$ cat src/lcm_reduce_unit_defines.svh
// Assertion macros shared by the running least common multiple block.
`ifndef LCM_REDUCE_UNIT_DEFINES_SVH
`define LCM_REDUCE_UNIT_DEFINES_SVH

// Same-cycle implication, checked outside reset.
`define LCMR_ASSERT_NOW(label, clk, rst_n, ante, cons) \
    label: assert property (@(posedge clk) disable iff (!(rst_n)) (ante) |-> (cons)) \
        else $error("lcm_reduce_unit: same-cycle check failed");

// Next-cycle implication, checked outside reset.
`define LCMR_ASSERT_NEXT(label, clk, rst_n, ante, cons) \
    label: assert property (@(posedge clk) disable iff (!(rst_n)) (ante) |=> (cons)) \
        else $error("lcm_reduce_unit: next-cycle check failed");

`endif

$ cat src/lcmr_pkg.sv
// Shared widths, constants and controller/datapath interface types.
`default_nettype none
package lcmr_pkg;

    localparam int VALUE_W = 63;
    localparam int CNT_W = $clog2(VALUE_W);
    localparam logic [CNT_W-1:0] CNT_LAST = CNT_W'(VALUE_W - 1);
    localparam logic [VALUE_W-1:0] LCM_MAX = '1;

    typedef struct packed {
        logic load;
        logic gcd_step;
        logic div_init;
        logic div_step;
        logic mul_step;
        logic commit;
    } t_cmd;

    typedef struct packed {
        logic trivial;
        logic gcd_eq;
        logic cnt_last;
        logic last;
        logic out_busy;
    } t_status;

endpackage
`default_nettype wire

$ cat src/lcmr_ctrl.sv
// Sequencer that steps the gcd, divide and multiply phases of one fold.
`default_nettype none
module lcmr_ctrl (
    input  wire logic             i_clk,
    input  wire logic             i_rst_n,
    input  wire logic             i_valid,
    input  wire lcmr_pkg::t_status i_status,
    output lcmr_pkg::t_cmd        o_cmd,
    output logic                  o_ready
);

    typedef enum logic [4:0] {
        S_IDLE = 5'b00001,
        S_GCD  = 5'b00010,
        S_DIV  = 5'b00100,
        S_MUL  = 5'b01000,
        S_DONE = 5'b10000
    } t_state;

    t_state r_state;
    t_state n_state;

    always_comb begin
        n_state = r_state;
        o_cmd   = '0;
        unique case (r_state)
            S_IDLE: begin
                if (i_valid) begin
                    o_cmd.load = 1'b1;
                    n_state    = i_status.trivial ? S_DONE : S_GCD;
                end
            end
            S_GCD: begin
                if (i_status.gcd_eq) begin
                    o_cmd.div_init = 1'b1;
                    n_state        = S_DIV;
                end else begin
                    o_cmd.gcd_step = 1'b1;
                end
            end
            S_DIV: begin
                o_cmd.div_step = 1'b1;
                if (i_status.cnt_last) begin
                    n_state = S_MUL;
                end
            end
            S_MUL: begin
                o_cmd.mul_step = 1'b1;
                if (i_status.cnt_last) begin
                    n_state = S_DONE;
                end
            end
            S_DONE: begin
                // A closing beat has to wait until the output register is free.
                if (!i_status.last || !i_status.out_busy) begin
                    o_cmd.commit = 1'b1;
                    n_state      = S_IDLE;
                end
            end
            default: begin
                n_state = S_IDLE;
            end
        endcase
    end

    assign o_ready = (r_state == S_IDLE);

    always_ff @(posedge i_clk) begin
        if (!i_rst_n) begin
            r_state <= S_IDLE;
        end else begin
            r_state <= n_state;
        end
    end

endmodule
`default_nettype wire

$ cat src/lcmr_dp.sv
// Datapath: accumulator, binary gcd, restoring divider, shift-add multiplier.
`default_nettype none
module lcmr_dp (
    input  wire logic                          i_clk,
    input  wire logic                          i_rst_n,
    input  wire lcmr_pkg::t_cmd                i_cmd,
    input  wire logic [lcmr_pkg::VALUE_W-1:0]  i_value,
    input  wire logic                          i_last,
    input  wire logic                          i_ready,
    output lcmr_pkg::t_status                  o_status,
    output logic                               o_valid,
    output logic [lcmr_pkg::VALUE_W-1:0]       o_lcm,
    output logic                               o_overflow
);

    localparam int W = lcmr_pkg::VALUE_W;

    // Run state.
    logic [W-1:0]               r_acc, n_acc;
    logic                       r_first, n_first;
    logic                       r_ovf_seen, n_ovf_seen;
    // Item being folded.
    logic [W-1:0]               r_x, n_x;
    logic                       r_last, n_last;
    logic [W-1:0]               r_res, n_res;
    // Gcd operands and accumulator with the common power of two removed.
    logic [W-1:0]               r_a, n_a;
    logic [W-1:0]               r_b, n_b;
    logic [W-1:0]               r_sh, n_sh;
    // Divider and multiplier.
    logic [W-1:0]               r_rem, n_rem;
    logic [W-1:0]               r_quo, n_quo;
    logic [W-1:0]               r_div, n_div;
    logic [W-1:0]               r_p, n_p;
    logic                       r_movf, n_movf;
    logic [lcmr_pkg::CNT_W-1:0] r_cnt, n_cnt;
    // Output register.
    logic                       r_out_valid, n_out_valid;
    logic [W-1:0]               r_out_lcm, n_out_lcm;
    logic                       r_out_ovf, n_out_ovf;

    logic [W:0]   div_trial;
    logic         div_ge;
    logic [W:0]   div_diff;
    logic [W+1:0] mul_sum;
    logic [W-1:0] a_minus_b;
    logic [W-1:0] b_minus_a;
    logic         cnt_last;

    assign cnt_last  = (r_cnt == lcmr_pkg::CNT_LAST);
    assign a_minus_b = r_a - r_b;
    assign b_minus_a = r_b - r_a;
    assign div_trial = {r_rem, r_quo[W-1]};
    assign div_ge    = (div_trial >= {1'b0, r_div});
    assign div_diff  = div_trial - {1'b0, r_div};
    assign mul_sum   = {1'b0, r_p, 1'b0} + (r_x[W-1] ? {2'b00, r_quo} : '0);

    always_comb begin
        n_acc       = r_acc;
        n_first     = r_first;
        n_ovf_seen  = r_ovf_seen;
        n_x         = r_x;
        n_last      = r_last;
        n_res       = r_res;
        n_a         = r_a;
        n_b         = r_b;
        n_sh        = r_sh;
        n_rem       = r_rem;
        n_quo       = r_quo;
        n_div       = r_div;
        n_p         = r_p;
        n_movf      = r_movf;
        n_cnt       = r_cnt;
        n_out_valid = r_out_valid && !i_ready;
        n_out_lcm   = r_out_lcm;
        n_out_ovf   = r_out_ovf;

        if (i_cmd.load) begin
            n_x    = i_value;
            n_last = i_last;
            n_a    = r_acc;
            n_b    = i_value;
            n_sh   = r_acc;
            n_cnt  = '0;
            // Only used when the beat needs no fold: first of a run, or a zero operand.
            n_res  = r_first ? i_value : '0;
        end

        if (i_cmd.gcd_step) begin
            if (!r_a[0] && !r_b[0]) begin
                n_a  = r_a >> 1;
                n_b  = r_b >> 1;
                n_sh = r_sh >> 1;
            end else if (!r_a[0]) begin
                n_a = r_a >> 1;
            end else if (!r_b[0]) begin
                n_b = r_b >> 1;
            end else if (r_a > r_b) begin
                n_a = a_minus_b >> 1;
            end else begin
                n_b = b_minus_a >> 1;
            end
        end

        // The odd part of the gcd divides the accumulator once its shared twos are gone.
        if (i_cmd.div_init) begin
            n_rem  = '0;
            n_quo  = r_sh;
            n_div  = r_a;
            n_p    = '0;
            n_movf = 1'b0;
        end

        if (i_cmd.div_step) begin
            n_rem = div_ge ? div_diff[W-1:0] : div_trial[W-1:0];
            n_quo = {r_quo[W-2:0], div_ge};
        end

        if (i_cmd.mul_step) begin
            n_p    = mul_sum[W-1:0];
            n_movf = r_movf || (mul_sum[W+1:W] != 2'b00);
            n_x    = {r_x[W-2:0], 1'b0};
            if (cnt_last) begin
                n_res      = n_movf ? lcmr_pkg::LCM_MAX : n_p;
                n_ovf_seen = r_ovf_seen || n_movf;
            end
        end

        if (i_cmd.div_step || i_cmd.mul_step) begin
            n_cnt = cnt_last ? '0 : r_cnt + 1'b1;
        end

        if (i_cmd.commit) begin
            if (r_last) begin
                n_out_valid = 1'b1;
                n_out_lcm   = r_res;
                n_out_ovf   = r_ovf_seen;
                n_acc       = '0;
                n_first     = 1'b1;
                n_ovf_seen  = 1'b0;
            end else begin
                n_acc   = r_res;
                n_first = 1'b0;
            end
        end
    end

    always_ff @(posedge i_clk) begin
        if (!i_rst_n) begin
            r_acc       <= '0;
            r_first     <= 1'b1;
            r_ovf_seen  <= 1'b0;
            r_out_valid <= 1'b0;
            r_cnt       <= '0;
        end else begin
            r_acc       <= n_acc;
            r_first     <= n_first;
            r_ovf_seen  <= n_ovf_seen;
            r_out_valid <= n_out_valid;
            r_cnt       <= n_cnt;
        end
    end

    always_ff @(posedge i_clk) begin
        r_x       <= n_x;
        r_last    <= n_last;
        r_res     <= n_res;
        r_a       <= n_a;
        r_b       <= n_b;
        r_sh      <= n_sh;
        r_rem     <= n_rem;
        r_quo     <= n_quo;
        r_div     <= n_div;
        r_p       <= n_p;
        r_movf    <= n_movf;
        r_out_lcm <= n_out_lcm;
        r_out_ovf <= n_out_ovf;
    end

    assign o_status.trivial  = r_first || (r_acc == '0) || (i_value == '0);
    assign o_status.gcd_eq   = (r_a == r_b);
    assign o_status.cnt_last = cnt_last;
    assign o_status.last     = r_last;
    assign o_status.out_busy = r_out_valid && !i_ready;

    assign o_valid    = r_out_valid;
    assign o_lcm      = r_out_lcm;
    assign o_overflow = r_out_ovf;

endmodule
`default_nettype wire

$ cat src/lcm_reduce_unit.sv
// Running least common multiple over a run of values: top level.
//
// Input channel (i_valid/o_ready) takes one value per beat, i_last marking the
// final value of a run. Output channel (o_valid/i_ready) gives one beat per run,
// carrying the least common multiple and a sticky overflow flag; on overflow
// the multiple saturates at 2^63-1 and folding carries on from there.
// The first value of a run, or any beat where the accumulator or the value is
// zero, skips the fold. Any other beat runs a binary gcd (one subtract-and-halve
// step per cycle), a restoring divide and a shift-add multiply; the gcd loop
// sets the variable part of a beat's time. o_ready is high only between beats.
// The result sits in an output register, so a new run may start while it
// waits; if the receiver still holds off when the next run closes, the block
// stalls in its final cycle until the register is free.
// Synchronous active-low reset empties the output register and starts a new
// run; no clearing pass is needed.
`default_nettype none
`include "lcm_reduce_unit_defines.svh"
module lcm_reduce_unit (
    input  wire logic                          i_clk,
    input  wire logic                          i_rst_n,
    input  wire logic                          i_valid,
    output logic                               o_ready,
    input  wire logic [lcmr_pkg::VALUE_W-1:0]  i_value,
    input  wire logic                          i_last,
    output logic                               o_valid,
    input  wire logic                          i_ready,
    output logic [lcmr_pkg::VALUE_W-1:0]       o_lcm,
    output logic                               o_overflow
);

    lcmr_pkg::t_cmd    cmd;
    lcmr_pkg::t_status status;

    lcmr_ctrl u_ctrl (
        .i_clk    (i_clk),
        .i_rst_n  (i_rst_n),
        .i_valid  (i_valid),
        .i_status (status),
        .o_cmd    (cmd),
        .o_ready  (o_ready)
    );

    lcmr_dp u_dp (
        .i_clk      (i_clk),
        .i_rst_n    (i_rst_n),
        .i_cmd      (cmd),
        .i_value    (i_value),
        .i_last     (i_last),
        .i_ready    (i_ready),
        .o_status   (status),
        .o_valid    (o_valid),
        .o_lcm      (o_lcm),
        .o_overflow (o_overflow)
    );

    `LCMR_ASSERT_NEXT(a_busy_after_accept, i_clk, i_rst_n, i_valid && o_ready, !o_ready)
    `LCMR_ASSERT_NOW(a_no_result_overwrite, i_clk, i_rst_n, cmd.commit && status.last, !(o_valid && !i_ready))
    `LCMR_ASSERT_NOW(a_result_from_commit, i_clk, i_rst_n, $rose(o_valid), $past(cmd.commit && status.last))

endmodule
`default_nettype wire

$ cat config.mk
export PLATFORM = sky130hd
export DESIGN_NAME = lcm_reduce_unit
export DESIGN_NICKNAME = d
export VERILOG_FILES = /design/src/lcmr_pkg.sv /design/src/lcmr_ctrl.sv /design/src/lcmr_dp.sv /design/src/lcm_reduce_unit.sv
export VERILOG_INCLUDE_DIRS = /design/src /design/src/src
export SDC_FILE = /design/constraint.sdc
export NUM_CORES = 2
export LEC_CHECK = 0
export BUFFER_PORTS_ARGS = -buffer_cell sky130_fd_sc_hd__buf_4
export CAP_MARGIN = 20
export CORE_AREA = 2 2 337 339
export CTS_BUF_LIST = sky130_fd_sc_hd__clkbuf_16
export CTS_CLUSTER_DIAMETER = 120
export DETAILED_ROUTE_END_ITERATION = 10
export DIE_AREA = 0 0 339 341
export PLACE_DENSITY = 0.66
export SLEW_MARGIN = 30
export SYNTH_ARGS = -nofsm -noshare
export SYNTH_HDL_FRONTEND = slang
export SYNTH_HIERARCHICAL = 1
export SYNTH_SLANG_ARGS = --single-unit
$ cat constraint.sdc
create_clock -name i_clk -period 17.2 [get_ports i_clk]
set_clock_uncertainty 0.15 [all_clocks]
set_input_delay 0.86 -clock i_clk [delete_from_list [all_inputs] [get_ports i_clk]]
set_output_delay 0.86 -clock i_clk [all_outputs]
set_load 0.1 [all_outputs]
==> results.json <==
{
  "status": "finished, final reports clean",
  "synth_cells": 5023,
  "cts_resized": 0,
  "synth_most_common_cell": "nand2_1",
  "synth_area_leader_cell": "edfxtp_1",
  "cap_viol_max_count": 0,
  "ctsHoldBuffers": 0,
  "synth-simple-area-share_pct": 15.86,
  "cts_max_level": 3,
  "worst-r2r-cell-count": 19,
  "path_class": "reg -> reg",
  "wl_per_cell_microns": 24.79,
  "slew_headroom_pct": 32.43,
  "die_width_microns": 339,
  "synth_top_family_by_area": "compound AO/OA/AOI/OAI gates",
  "nets": 5293,
  "min_path_type": "in -> reg",
  "portBuffers": 133,
  "yosysTopAreaCellShare_pct": 25.58,
  "netlist_area_sq_um": 44600,
  "routed_wl_mm": 162.0,
  "antenna_cells": 0,
  "synthTopCellsByCount": "nand2_1, a21oi_1, o21ai_0, edfxtp_1, dfxtp_1",
  "drive_gt1_share_pct": 8.717,
  "die_y_microns": 341,
  "finalPower_w": 0.005957,
  "synth_xor_area_share_pct": 4.556,
  "grt_pass1_wl_mm": 240.3,
  "reg2reg_setup_slack_ns": 10.98,
  "path_max_fanout": 28,
  "setup_slack_ns": 10.98,
  "grt_overflow": 0,
  "yosys-mux-area-fraction_pct": 4.104,
  "vias_per_cell": 6.037,
  "utilization_pct": 44.20,
  "finalSetupTns_ns": 0,
  "crit_path_end_kind": "flop",
  "rsz0062_at_grt": "false",
  "io_pins": 134,
  "drv_slew": 0,
  "reg2reg_from": "u_dp/r_a[40]",
  "cts_setup_buffers": 0,
  "r2r_end": "u_dp/r_a[58]",
  "peakVddDrop_v": 0.00007620,
  "row_count": 123,
  "worstMarginPinSlew_ns": 1.004,
  "synthFlopType": "edfxtp_1",
  "grt_pass1_vias": 37180,
  "cts_tree": "done",
  "core_area_sq_um": 111900,
  "dp_hpwl_mm": 119.7,
  "synthAdderAreaFrac_pct": 7.277,
  "gp_congestion": 1.021,
  "die_area_sq_um": 115600,
  "start_util_pct": 39.86,
  "grt_max_degree": 121,
  "firstDrtPassIters": 8,
  "cp_data_arrival_time_ns": 6.60,
  "setup_viol": 0,
  "syn_nets": 5348,
  "area_growth_pct": 10.89,
  "numCtsBuffers": 81,
  "ys_seq_area_share_pct": 40.40,
  "drc": 0,
  "hold_start": "i_last",
  "ant_nets": 0,
  "ys_async_sr_fraction_pct": 0,
  "hold_depth": 1,
  "grtUsageTotal_pct": 27.15,
  "required_ns": 17.57,
  "powerDensity_nw_per_um2": 120.4,
  "synth-edff-count": 380,
  "cp-start-kind": "flop",
  "period_needed_ns": 6.221,
  "clk_path_buf_depth": 3,
  "cts_sinks": 710,
  "synth-seq-cells": 710,
  "antenna_found_initial": 2,
  "p_leak_nw": 19.76,
  "synth_cell_type_count": 95,
  "whs_endpoint": "u_dp/r_last",
  "avgSynthCellArea_sq_um": 8.879,
  "synth_compound_area_share_pct": 22.65,
  "clock.fmax_mhz": 160.7,
  "final.period_utilization_pct": 36.17,
  "ys_top_cells_by_area": "edfxtp_1, dfxtp_1, ha_1, a21oi_1, o21ai_0",
  "ys_warn_count": 6,
  "cts-root-buf": "clkbuf_16",
  "dr_total_vias": 39460,
  "path_clk_slew_ns": 0.07,
  "worstSkewPairLatency_ns": 0.68,
  "post-place-ws_ns": 11.18,
  "hold_viol_final": 0,
  "drt-initial-drc-count": 4440
}
[per-stage QoR]
stage | hold slack [ns] | instances | area (sq um)
detailed placement | 0.2980 | 6384 | 46670
global placement | 0.2940 | 6384 | 46660
CTS | 0.1840 | 6535 | 49420
finish | 0.2213 | 6536 | 49460
floorplan | 0.2590 | 5023 | 44600
global route | 0.2054 | 6536 | 49460
[placed cells by master (no fill, tap or decap), drive strengths merged, types with 18 or more instances in the layout]
cell    instances
o21ai         447
o21a           23
o221ai         22
edfxtp        380
mux2i         112
a211oi         29
and2          137
inv           284
clkbuf         87
dfxtp         330
buf           182
nor3           43
a21oi         448
xor2           94
nand4          88
a21boi         44
clkinv         33
o22ai          67
a221oi         77
and3           18
nand2b         28
nand2         517
ha            253
mux2           63
nor2b         179
a21o          133
o21bai         80
a22oi          37
a31oi          77
o211ai         19
nand3          91
xnor2         138
nor4           41
nor2          246
[sequential cells by signal, indices dropped and copies added (netlist names)]
name and flops:
u_ctrl/r_state 5, u_dp/o_lcm 63, u_dp/o_overflow 1, u_dp/o_valid 1, u_dp/r_a 63, u_dp/r_acc 63
u_dp/r_b 63, u_dp/r_cnt 6, u_dp/r_div 63, u_dp/r_first 1, u_dp/r_last 1, u_dp/r_movf 1
u_dp/r_ovf_seen 1, u_dp/r_p 63, u_dp/r_quo 63, u_dp/r_rem 63, u_dp/r_res 63, u_dp/r_sh 63
u_dp/r_x 63
[where the power goes]
part	total, W	internal (W)	switching [W]
clock	0.00180	0.00104	0.000760
sequential	0.00215	0.00198	0.000179
combinational	0.00200	0.000699	0.00130
[logic make-up (layout without fill, tap and decap cells)]
| kind of cell | after synthesis | in the layout |
|---|---|---|
| compound gates | 1619 | 1619 |
| simple gates | 1444 | 1444 |
| flops | 710 | 710 |
| buf+inv | 586 | 599 |
| fa+ha+maj | 257 | 257 |
| mux | 175 | 175 |
| xor+xnor | 232 | 232 |
[area by class of cell]
class / count / area (sq um)
Clock buffer: 87 / 2177
Clock inverter: 64 / 569.3
Timing Repair Buffer: 182 / 1405
Tap cell: 1500 / 1877
Sequential cell: 710 / 18020
Inverter: 266 / 1002
Multi-Input combinational cell: 3727 / 24410
Fill cell: 10900 / 62430
[worst max-delay path: stages (launching register included)]
cell       delay, ns
dfxtp_1         0.40
inv_1           0.07
ha_1            0.53
nand2_1         0.23
nor2_1          0.21
nand2_1         0.12
nor3_1          0.58
nand4_1         0.16
nor4_1          0.30
inv_1           0.22
nand3_1         0.18
inv_1           0.06
buf_4           0.22
o21a_1          0.13
buf_4           0.25
nor2_4          0.75
nand2_1         0.54
buf_4           0.39
a2111oi_0       0.43
a311oi_1        0.09
[layer usage]
layer	global-route usage, %	routed length (microns)	share of wire [%]	up-vias
met2	40.78	68990	43	1809
met5	0	12	0.0074	-
met4	14.23	9778	6.0	2
li1	-	-	-	18120
met3	4.573	12920	8.0	381
met1	37.41	70340	43	19150
[worst max path at each step]
stage                       from            end  slack [ns]  depth (start not counted)
floorplan           u_dp/r_a[40]  u_dp/r_quo[0]        9.92                         12
global placement    u_dp/r_a[40]   u_dp/r_a[58]       11.29                         19
detailed placement  u_dp/r_a[40]   u_dp/r_a[58]       11.18                         19
CTS                 u_dp/r_a[40]   u_dp/r_a[58]       11.19                         19
global route        u_dp/r_a[40]   u_dp/r_a[58]       10.68                         19
finish              u_dp/r_a[40]   u_dp/r_a[58]       10.98                         19
Power figures use the tool's default switching activity.
